**src/rtl/core/swks_pkg.sv**
```systemverilog
// ----------------------------------------------------------------------------
// swks_pkg: shared definitions for the sliding window key selector
// Field widths, operation codes, default depths and the command/status
// bundles exchanged between the controller and the datapath.
// ----------------------------------------------------------------------------
`default_nettype none

package swks_pkg;

  // Beat field widths
  localparam int OP_W   = 2;
  localparam int IDX_W  = 8;
  localparam int RAW_W  = 8;
  localparam int POS_W  = 31;
  localparam int EXP_W  = 31;
  localparam int WIN_W  = 31;
  localparam int KEY_W  = 6;
  localparam int ROW_W  = 7;

  // Default store depths
  localparam int TOKEN_DEPTH_DEF = 64;
  localparam int RAW_DEPTH_DEF   = 256;

  // Operation codes
  localparam logic [OP_W-1:0] OP_EXPIRY = 2'd0;
  localparam logic [OP_W-1:0] OP_LOAD   = 2'd1;
  localparam logic [OP_W-1:0] OP_QUERY  = 2'd2;

  // Controller -> datapath
  typedef struct packed {
    logic exp_wr;    // write expiry table from the input beat
    logic tok_wr;    // write token tables from the input beat
    logic q_start;   // latch query index, apply restart
    logic rd_query;  // token tables read at the query index
    logic q_latch;   // capture threshold and query raw position
    logic lp_inc;    // advance left pointer
    logic key_load;  // key <= left pointer
    logic scan_clr;  // count <= 1
    logic hit_wr;    // record visibility of current key
    logic key_inc;   // key <= key + 1
    logic out_load;  // load output register
    logic out_last;  // loaded beat is the query itself
  } swks_cmd_t;

  // Datapath -> controller
  typedef struct packed {
    logic idx_tok_ok;  // input index within token tables
    logic idx_raw_ok;  // input index within expiry table
    logic lp_ge_q;     // left pointer at or past query
    logic key_ge_q;    // scan key reached query
    logic pos_below;   // stored true position below threshold
    logic hit_key;     // current key was found visible
    logic slot_free;   // output register can take a beat
  } swks_sts_t;

endpackage

`default_nettype wire

```
**src/rtl/core/swks_ctrl.sv**
```systemverilog
// ----------------------------------------------------------------------------
// swks_ctrl: sequencer of the sliding window key selector
// Accepts one beat at a time, runs pointer advance, count scan and emit.
// ----------------------------------------------------------------------------
`default_nettype none

module swks_ctrl import swks_pkg::*; (
  input  wire logic            clk,
  input  wire logic            rst,
  input  wire logic            in_valid,
  input  wire logic [OP_W-1:0] in_op,
  output logic                 in_ready,
  input  wire swks_sts_t       sts,
  output swks_cmd_t            cmd
);

  localparam logic [3:0] S_IDLE     = 4'd0;
  localparam logic [3:0] S_QREQ     = 4'd1;
  localparam logic [3:0] S_QLAT     = 4'd2;
  localparam logic [3:0] S_ADV_REQ  = 4'd3;
  localparam logic [3:0] S_ADV_CMP  = 4'd4;
  localparam logic [3:0] S_SCAN_RAW = 4'd5;
  localparam logic [3:0] S_SCAN_EXP = 4'd6;
  localparam logic [3:0] S_SCAN_CMP = 4'd7;
  localparam logic [3:0] S_EMIT     = 4'd8;
  localparam logic [3:0] S_EMIT_RD  = 4'd9;

  logic [3:0] state;
  logic [3:0] state_next;

  always_ff @(posedge clk) begin
    if (rst) begin
      state <= S_IDLE;
    end else begin
      state <= state_next;
    end
  end

  always_comb begin
    state_next = state;
    cmd        = '0;
    in_ready   = 1'b0;
    case (state)
      S_IDLE: begin
        in_ready = 1'b1;
        if (in_valid) begin
          case (in_op)
            OP_EXPIRY: cmd.exp_wr = sts.idx_raw_ok;
            OP_LOAD:   cmd.tok_wr = sts.idx_tok_ok;
            OP_QUERY: begin
              if (sts.idx_tok_ok) begin
                cmd.q_start = 1'b1;
                state_next  = S_QREQ;
              end
            end
            default: ;
          endcase
        end
      end
      S_QREQ: begin
        cmd.rd_query = 1'b1;
        state_next   = S_QLAT;
      end
      S_QLAT: begin
        cmd.q_latch = 1'b1;
        state_next  = S_ADV_REQ;
      end
      S_ADV_REQ: begin
        if (sts.lp_ge_q) begin
          cmd.key_load = 1'b1;
          cmd.scan_clr = 1'b1;
          state_next   = S_SCAN_RAW;
        end else begin
          state_next = S_ADV_CMP;
        end
      end
      S_ADV_CMP: begin
        if (sts.pos_below) begin
          cmd.lp_inc = 1'b1;
          state_next = S_ADV_REQ;
        end else begin
          cmd.key_load = 1'b1;
          cmd.scan_clr = 1'b1;
          state_next   = S_SCAN_RAW;
        end
      end
      S_SCAN_RAW: begin
        if (sts.key_ge_q) begin
          cmd.key_load = 1'b1;
          state_next   = S_EMIT_RD;
        end else begin
          state_next = S_SCAN_EXP;
        end
      end
      S_SCAN_EXP: begin
        state_next = S_SCAN_CMP;
      end
      S_SCAN_CMP: begin
        cmd.hit_wr  = 1'b1;
        cmd.key_inc = 1'b1;
        state_next  = S_SCAN_RAW;
      end
      S_EMIT_RD: begin
        // hit flag of the current key is registered this cycle
        state_next = S_EMIT;
      end
      S_EMIT: begin
        if (sts.key_ge_q) begin
          if (sts.slot_free) begin
            cmd.out_load = 1'b1;
            cmd.out_last = 1'b1;
            state_next   = S_IDLE;
          end
        end else if (!sts.hit_key) begin
          cmd.key_inc = 1'b1;
          state_next  = S_EMIT_RD;
        end else if (sts.slot_free) begin
          cmd.out_load = 1'b1;
          cmd.key_inc  = 1'b1;
          state_next   = S_EMIT_RD;
        end
      end
      default: begin
        state_next = S_IDLE;
      end
    endcase
  end

endmodule

`default_nettype wire

```
**config.mk**
```make
export PLATFORM = sky130hd
export DESIGN_NAME = swks_ctrl
export DESIGN_NICKNAME = d
export VERILOG_FILES = /design/src/rtl/core/swks_pkg.sv /design/src/rtl/core/swks_ctrl.sv
export SDC_FILE = /design/constraint.sdc
export NUM_CORES = 1
export LEC_CHECK = 0
export ABC_CLOCK_PERIOD_IN_PS = 4300
export BUFFER_PORTS_ARGS = -buffer_cell sky130_fd_sc_hd__buf_2
export CAP_MARGIN = 20
export CORE_AREA = 5 5 42 44
export CTS_BUF_LIST = sky130_fd_sc_hd__clkbuf_16
export CTS_CLUSTER_DIAMETER = 120
export DETAILED_ROUTE_END_ITERATION = 8
export DIE_AREA = 0 0 47 49
export PLACE_DENSITY_LB_ADDON = 0.3
export SLEW_MARGIN = 20
export SYNTH_ARGS = -nofsm -noshare
export SYNTH_HDL_FRONTEND = slang
export SYNTH_SLANG_ARGS = --single-unit
```
**constraint.sdc**
```tcl
create_clock -name clk -period 4.3 [get_ports clk]
set_input_delay 0.215 -clock clk [delete_from_list [all_inputs] [get_ports clk]]
set_output_delay 0.215 -clock clk [all_outputs]
set_load 0.1 [all_outputs]
```
==> results of run 1 <==
worst reg2reg max path: cells and delay by family (launching register included):
family             cells  cell delay, ns
AOI/OAI and AO/OA      1            0.08
DFF                    1            0.46
and+or+nand+nor        2            1.10
cell type report:
cell class                 count  area share [%]
multi-input combinational     46            50.5
timing repair buffer          24            19.6
sequential                     4            13.1
clock buffer                   3            12.3
tap                           16            3.27
inverter                       2            1.23
metal layers:
layer / share of wire (%) / vias up / track usage (%)
met1: 49 / 212 / 13.3
met3: 9.2 / 0 / 3.32
met5: 0 / - / 0
met2: 42 / 20 / 15.8
met4: 0 / 0 / 1.38
li1: - / 264 / -
through the flow:
stage	total power, mW	setup WS [ns]	hold slack, ns	area, um2	std cells
2_1_floorplan	0.160	0.284	0.288	428	58
3_3_place_gp	0.181	2.31	0.437	537	92
3_5_place_dp	0.182	2.28	0.438	537	92
4_1_cts	0.326	2.04	0.210	612	95
5_1_grt	0.337	1.95	0.216	612	95
6_report	0.321	2.03	0.215	612	95
cells by family (layout without fill, tap and decap cells):
| kind of cell | Yosys count | after routing |
|---|---|---|
| DFF | 4 | 4 |
| muxes | 1 | 1 |
| buffers and inverters | 8 | 29 |
| AOI/OAI and AO/OA | 15 | 15 |
| and+or+nand+nor | 30 | 30 |
worst paths after layout:
path | start | endpoint | slack (ns) | depth (start not counted)
max | state[2] | cmd[5] | 2.03 | 4
max reg2reg | state[2] | state[3] | 2.57 | 3
min reg2reg | state[3] | state[2] | 0.65 | 1
min | rst | state[2] | 0.21 | 2
Yosys cell counts (all sizes together) (4+ instances only):
cell    count  area (um2)
nand2       4        15.0
nor3        4        20.0
dfxtp       4        80.1
nor2        5        18.8
clkbuf      4        15.0
report_power, final:
part | switching [mW] | total (mW) | internal, mW
Combinational | 0.0952 | 0.124 | 0.0288
Sequential | 0.0147 | 0.0564 | 0.0417
Clock | 0.0221 | 0.140 | 0.118
==> reports/qor.txt, run 1 <==
Status -> finished clean
Compound-cell area share of the yosys netlist -> 26.9%
Commonest non-fill, non-tap cells in the layout -> buf_2, nor2_1, nand2_1, nor3_1, dfxtp_1
Final worst-path cycle share -> 52.7%
Fmax -> 0.441 GHz
CTS H-tree lvls -> 1
Slew at the pin closest to its max-slew limit -> 0.530 ns
Slowest cell on crit path -> dfxtp_1
Seq cells post-synth -> 4
Clock sinks -> 4
Total global-route track usage -> 10.1%
Most used flip-flop cell after synthesis -> dfxtp_1
TritonCTS clock tree -> done
Fraction of layout cells with a size suffix above 1 -> 38.0%
Synth Area in XOR/XNOR -> 0%
Largest stage delay, worst path -> 0.64 ns
Total die area -> 0.00230 mm2
CP Max Fanout -> 18
Port Buffers -> 24
Tightest Hold Check Type -> in -> reg
Largest Register -> state
Max-cap violation count -> 0
Detail Route Antenna Nets -> 0
Buf/Inv on CP -> 1
Final nets -> 93
Hold-fix buffers at CTS -> 0
CTS Root Cell -> clkbuf_16
Largest net degree at the start of global routing -> 19
Seq. cell area -> 80.1 um2
CP delay by family, top -> flip-flops
Most common cell after layout, fill and taps aside -> buf_2
First-pass GRT wire length -> 1810 um
WP data required -> 4.09 ns
Crit end category -> output port
FILL cells -> 155
Crit Path Category -> reg -> out
Post-synthesis mux area share -> 2.34%
I/O pin cnt -> 25
Post-CTS sizing -> 0
Yosys warnings -> 0
Wire per inst -> 11.8 um
Clock Skew -> 0.00101 ns
Post-DP HPWL -> 839 um
Via count -> 496
Synth Area per Inst -> 7.38 um2
Initial antenna violation count -> 0
Pins Over Slew Limit -> 0
FFs w/ async S/R, synth -> 0%
VDD IR max -> 0.000287 V
Pre-antenna DRT Iters -> 1
CTS max path bufs -> 2
Number of global-route vias before repair -> 474
Final setup violation count -> 0
Post-synth EDFFs -> 0
Grt total ovfl -> 0
Layout area overhead -> 43.0%
RSZ-0062 raised after global routing -> no
Mapped cell area -> 428 um2
Synth Area in Simple Gates -> 43.0%
Mapped Cells -> 58
CP arrival -> 2.05 ns
RD Place Congestion -> 0.683
Antenna cells -> 0
Setup tns final -> 0 ns
Relative slew slack -> 64.6%
DRT Wirelength -> 1130 um
Largest registers -> state: 4 flops
Max reg flops -> 4
Post-CTS Setup Inserts -> 0
Vias per cell -> 5.22
Power Density -> 524 mW/mm2
Chip Height -> 49 um
Clk Latency, worst-skew pair -> 0.22 ns
Leakage -> 0.298 nW
Die width -> 47 um
Tmin final -> 2.27 ns
Sequential cell area fraction in the yosys report -> 18.7%
Worst-path cell chain -> or4b_1 -> a21oi_1 -> a41o_1 -> buf_2
Core footprint -> 0.00140 mm2
Row Count -> 14
Largest family of logic cells by synthesized area -> simple AND/OR/NAND/NOR gates
Synth Net Count -> 70
Area occupied by multi-input gates -> 309 um2
Starting Density -> 30.5%
Number of DRC markers in iteration 0 -> 0
Total CTS buffers -> 3
Final Hold Viols -> 0
Final core utilization -> 43.7%
Startpoint class of the critical path -> flop
Synth cell types -> 34
DRC errors left -> 0
Clk slew on worst S/H paths -> 0.03 ns
Adder-cell area share of the yosys netlist -> 0%
Note: power is estimated with default switching activity, not from simulation.
==> run 2, diff against run 1 <==
Settings changed: ABC_CLOCK_PERIOD_IN_PS 4300 to 2400.
Clock period 4.3 ns to 2.4 ns, I/O delays scaled along.
==> reports/qor.txt, run 2 (synthesis results as in run 1) <==
Total die area -> 0.00230 mm2 (unchanged)
Internal -> 344 uW (+82%)
Switching share of power -> 42.5% (+1.4 points)
GRT met2 Usage -> 17.9% (+2.0 points)
Combinational share of power -> 39.6% (+1.0 points)
Seq pwr share -> 16.9% (-0.7 points)
Status -> finished clean
Chip Height -> 49 um (unchanged)
Max-cap violation count -> 0 (unchanged)
Leakage -> 0.313 nW (+5.2%)
Total global-route track usage -> 11.8% (+1.8 points)
Final nets -> 94 (+1.1%)
Clk slew on worst S/H paths -> 0.03 ns (about the same)
Initial antenna violation count -> 0 (unchanged)
Non-Filler Instances -> 96 (+1.1%)
RD Place Congestion -> 0.680 (-0.51%)
Wire per inst -> 13.2 um (+12%)
Slew at the pin closest to its max-slew limit -> 0.497 ns (-0.0326 ns)
Antenna cells -> 0 (unchanged)
Post-CTS sizing -> 0 (unchanged)
Post-DP HPWL -> 937 um (+12%)
Via count -> 538 (+8.5%)
Port Buffers -> 24 (unchanged)
Number of DRC markers in iteration 0 -> 6 (+6)
Tightest Hold Check Type -> in -> reg
Routing usage on met3 -> 1.85% (-1.5 points)
RSZ-0062 raised after global routing -> no
I/O pin cnt -> 25 (unchanged)
CTS H-tree lvls -> 1 (unchanged)
Pre-antenna DRT Iters -> 4 (+3)
Vias per cell -> 5.60 (+7.3%)
Row Count -> 14 (unchanged)
Starting Density -> 30.5% (unchanged)
Commonest non-fill, non-tap cells in the layout -> buf_2, nor2_1, nand2_1, dfxtp_1, clkbuf_16
Largest Register -> state
Crit Path Category -> reg -> out
Fraction of layout cells with a size suffix above 1 -> 48.8% (+11 points)
TritonCTS clock tree -> done
Total CTS buffers -> 3 (unchanged)
CP Max Fanout -> 11 (-7)
Placed Cells -> 93 (+1.1%)
Relative slew slack -> 66.8% (+2.2 points)
First-pass GRT wire length -> 1970 um (+8.8%)
Crit end category -> output port
CP arrival -> 2.08 ns (+0.03 ns)
Number of global-route vias before repair -> 477 (+0.63%)
VDD IR max -> 0.000307 V (+6.7%)
Final Hold Viols -> 0 (unchanged)
Most common cell after layout, fill and taps aside -> buf_2
Largest registers -> state: 4 flops
Power Density -> 885 mW/mm2 (+69%)
Grt total ovfl -> 0 (unchanged)
Pins Over Slew Limit -> 0 (unchanged)
Final worst-path cycle share -> 91.6%
Detail Route Antenna Nets -> 0 (unchanged)
Largest net degree at the start of global routing -> 17 (-2)
Max reg flops -> 4 (unchanged)
FILL cells -> 144 (-7.1%)
DRC errors left -> 0 (unchanged)
Tmin final -> 2.20 ns
GR Util met1 -> 13.8% (+0.50 points)
Layout area overhead -> 57.9%
CTS Root Cell -> clkbuf_16
Startpoint class of the critical path -> flop
Hold slack -> 0.110 ns (-0.105 ns)
Worst reg-to-reg setup slack -> 0.58 ns (-1.99 ns)
Core footprint -> 0.00140 mm2 (unchanged)
CTS max path bufs -> 2 (unchanged)
Clk Latency, worst-skew pair -> 0.23 ns (about the same)
Fmax -> 0.455 GHz
Clock Skew -> 0.00283 ns (+0.00182 ns)
Final setup violation count -> 0 (unchanged)
Sw power -> 254 uW (+93%)
DRT Wirelength -> 1270 um (+13%)
Die width -> 47 um (unchanged)
Clock share of power -> 43.5% (-0.3 points)
Gr busiest metal -> met2
Post-CTS Setup Inserts -> 0 (unchanged)
WP data required -> 2.28 ns (-1.81 ns)
Hold-fix buffers at CTS -> 0 (unchanged)
Clock sinks -> 4 (unchanged)
[run 2: layout make-up]
class | count | area, um2 | area share [%]
well taps | 16 | 20.0 | 2.96
multi-input cells | 46 | 365 | 54.1
repair buffers | 25 | 128 | 18.9
clock buffers | 3 | 75.1 | 11.1
inverters | 2 | 7.51 | 1.11
flip-flops and latches | 4 | 80.1 | 11.9
[run 2: critical path, cell delays in order, from the launching register on]
cell and delay [ns]:
dfxtp_1 0.56, or4b_4 0.56, o32ai_2 0.26, buf_2 0.46
[run 2: per-stage QoR]
step | worst slack [ns] | util (%) | instance area (um2) | power (mW) | setup TNS [ns]
floorplan | -0.129 | - | 484 | 0.300 | -0.129
global placement | 0.492 | 42.9 | 601 | 0.339 | 0
detailed placement | 0.446 | 42.9 | 601 | 0.340 | 0
CTS | 0.203 | 48.2 | 676 | 0.602 | 0
global route | 0.113 | 48.2 | 676 | 0.618 | 0
finish | 0.201 | 48.2 | 676 | 0.598 | 0
[run 2: final timing paths]
check                 from       end  cells past startpoint
setup / recovery  state[3]    cmd[2]                      3
hold / removal         rst  state[1]                      2
setup reg to reg  state[3]  state[3]                      3
hold reg to reg   state[2]  state[2]                      2
[run 2: layer usage]
layer  share of wire, %  routed length [um]
met5                  0                   0
met4                3.5                  45
met3                9.0                 115
met2                 48                 606
met1                 40                 503
[run 2: power by group through the flow]
stage | logic (mW) | registers (mW) | clock network (mW)
after global routing | 0.250 | 0.104 | 0.264
after floorplan | 0.218 | 0.0816 | 0
after CTS | 0.239 | 0.102 | 0.262
after detailed placement | 0.238 | 0.102 | 0
after global placement | 0.237 | 0.102 | 0
final | 0.237 | 0.101 | 0.260
==> run 3, diff against run 2 <==
Settings changed: CELL_PAD_IN_SITES_DETAIL_PLACEMENT set to 1, CELL_PAD_IN_SITES_GLOBAL_PLACEMENT set to 2, CORE_AREA 5 5 42 44 to not set, CORE_MARGIN set to 5, CORE_UTILIZATION set to 20, DIE_AREA 0 0 47 49 to not set.
==> reports/qor.txt, run 3 (synthesis results as in run 1) <==
Status -> finished clean
Tightest Hold Check Type -> in -> reg
Die width -> 56.3 um (+20%)
Clk Latency, worst-skew pair -> 0.22 ns (about the same)
Power Density -> 859 mW/mm2 (-2.9%)
Port Buffers -> 24 (unchanged)
Post-CTS Setup Inserts -> 0 (unchanged)
Number of global-route vias before repair -> 590 (+24%)
CP Max Fanout -> 10 (-1)
Core footprint -> 0.00200 mm2 (+43%)
Final worst-path cycle share -> 85.7% (-6.0 points)
Pre-antenna DRT Iters -> 2 (-2)
RR Startpoint -> state[2]
Sw power -> 260 uW (+2.2%)
Commonest non-fill, non-tap cells in the layout -> buf_2, nor2_1, nand2_1, buf_4, dfxtp_1
Final Hold Viols -> 0 (unchanged)
Total die area -> 0.00316 mm2 (+37%)
Placement Setup Slack -> 0.577 ns (+0.131 ns)
CTS H-tree lvls -> 1 (unchanged)
Largest net degree at the start of global routing -> 13 (-4)
Startpoint class of the critical path -> flop
WP data required -> 2.28 ns (about the same)
Crit end category -> output port
Largest Register -> state
FILL cells -> 261 (+81%)
Initial antenna violation count -> 0 (unchanged)
Layout area overhead -> 66.4%
Largest registers -> state: 4 flops
CTS Root Cell -> clkbuf_16
Relative slew slack -> 67.6% (+0.75 points)
VDD IR max -> 0.000324 V (+5.6%)
Total global-route track usage -> 10.3% (-1.6 points)
Max-cap violation count -> 0 (unchanged)
RSZ-0062 raised after global routing -> no
Hold path start -> rst
CP Launch Point -> state[2]
R2r endpoint -> state[3]
CTS max path bufs -> 2 (unchanged)
Hold-fix buffers at CTS -> 0 (unchanged)
Fmax -> 0.486 GHz (+7.0%)
Seq pwr share -> 14.4% (-2.5 points)
Post-DP HPWL -> 1180 um (+26%)
Switching share of power -> 42.5% (about the same)
Clock sinks -> 4 (unchanged)
TritonCTS clock tree -> done
Max reg flops -> 4 (unchanged)
Chip Height -> 56.3 um (+15%)
Tmin final -> 2.06 ns (-0.144 ns)
Number of DRC markers in iteration 0 -> 5 (-1)
Crit Path Category -> reg -> out
PnR worst setup slack -> 0.344 ns (+0.144 ns)
Total power -> 612 uW (+2.3%)
Grt total ovfl -> 0 (unchanged)
Final nets -> 97 (+3.2%)
DRT Wirelength -> 1510 um (+19%)
Area occupied by multi-input gates -> 365 um2 (unchanged)
Clk slew on worst S/H paths -> 0.03 ns (about the same)
Fraction of layout cells with a size suffix above 1 -> 50.6% (+1.9 points)
Worst reg-to-reg setup slack -> 0.75 ns (+0.17 ns)
Post-CTS sizing -> 0 (unchanged)
Combinational share of power -> 43.4% (+3.8 points)
Seq. cell area -> 80.1 um2 (unchanged)
DRC errors left -> 0 (unchanged)
First-pass GRT wire length -> 2590 um (+31%)
Leakage -> 0.329 nW (+5.1%)
Vias per cell -> 5.06 (-9.6%)
Row Count -> 16 (+2)
Clock share of power -> 42.2% (-1.3 points)
Starting Density -> 21.4% (-9.2 points)
Total CTS buffers -> 3 (unchanged)
CP arrival -> 1.94 ns (-0.14 ns)
I/O pin cnt -> 25 (unchanged)
RD Place Congestion -> 0.735 (+8.2%)
Clock Skew -> 0.000296 ns (-0.00253 ns)
Pins Over Slew Limit -> 0 (unchanged)
Hold slack -> 0.124 ns (+0.0135 ns)
Antenna cells -> 0 (unchanged)
Internal -> 352 uW (+2.4%)
Via count -> 557 (+3.5%)
Cells on worst reg2reg path -> 3 (unchanged)
Final setup violation count -> 0 (unchanged)
Wire per inst -> 13.7 um (+3.8%)
Crit path capture -> cmd[5]
Slew at the pin closest to its max-slew limit -> 0.490 ns (-0.00718 ns)
Detail Route Antenna Nets -> 0 (unchanged)
Most common cell after layout, fill and taps aside -> buf_2
==> run 3: cell count changes in the layout (fill, tap and decap cells not counted), sizes merged <==
cell  before  now
buf       25   28
==> run 3: through the flow <==
stage                     cells  utilization [%]  setup TNS, ns  instance area [um2]
final                       110             35.6              0                  712
after global routing        110             35.6              0                  712
after CTS                   110             35.6              0                  712
after detailed placement    107             31.8              0                  637
after global placement      107             31.8              0                  637
after floorplan              58                -         -0.129                  484
==> run 3: worst max-delay path, stage by stage (launching register included) <==
cell     delay [ns]
dfxtp_1        0.49
or4b_1         0.53
a21oi_4        0.17
a41o_2         0.10
buf_2          0.41
==> run 3: final cells by class <==
class                   instances  share of cell area [%]
repair buffers                 28                    21.1
multi-input cells              46                    51.3
clock buffers                   3                    10.5
well taps                      27                    4.75
flip-flops and latches          4                    11.2
inverters                       2                    1.05
==> run 3: per-layer routing <==
layer | routed length [um] | global-route usage (%) | up-vias
li1 | - | - | 274
met3 | 89 | 2.52 | 2
met2 | 737 | 17.2 | 22
met1 | 670 | 12.0 | 259
met5 | 0 | 0 | -
met4 | 14 | 5.08 | 0
==> run 3: how the worst min path moves through the flow <==
stage,end,slack [ns],cells past startpoint
6_report,state[2],0.12,2
3_5_place_dp,state[2],0.35,2
2_1_floorplan,state[2],0.19,1
5_1_grt,state[2],0.13,2
4_1_cts,state[2],0.12,2
3_3_place_gp,state[2],0.35,2
==> run 3: power by group through the flow <==
| stage | combinational (mW) | clock [mW] | sequential, mW |
|---|---|---|---|
| 4_1_cts | 0.269 | 0.263 | 0.0884 |
| 2_1_floorplan | 0.218 | 0 | 0.0816 |
| 3_5_place_dp | 0.268 | 0 | 0.0893 |
| 5_1_grt | 0.283 | 0.267 | 0.0890 |
| 3_3_place_gp | 0.266 | 0 | 0.0886 |
| 6_report | 0.266 | 0.258 | 0.0879 |
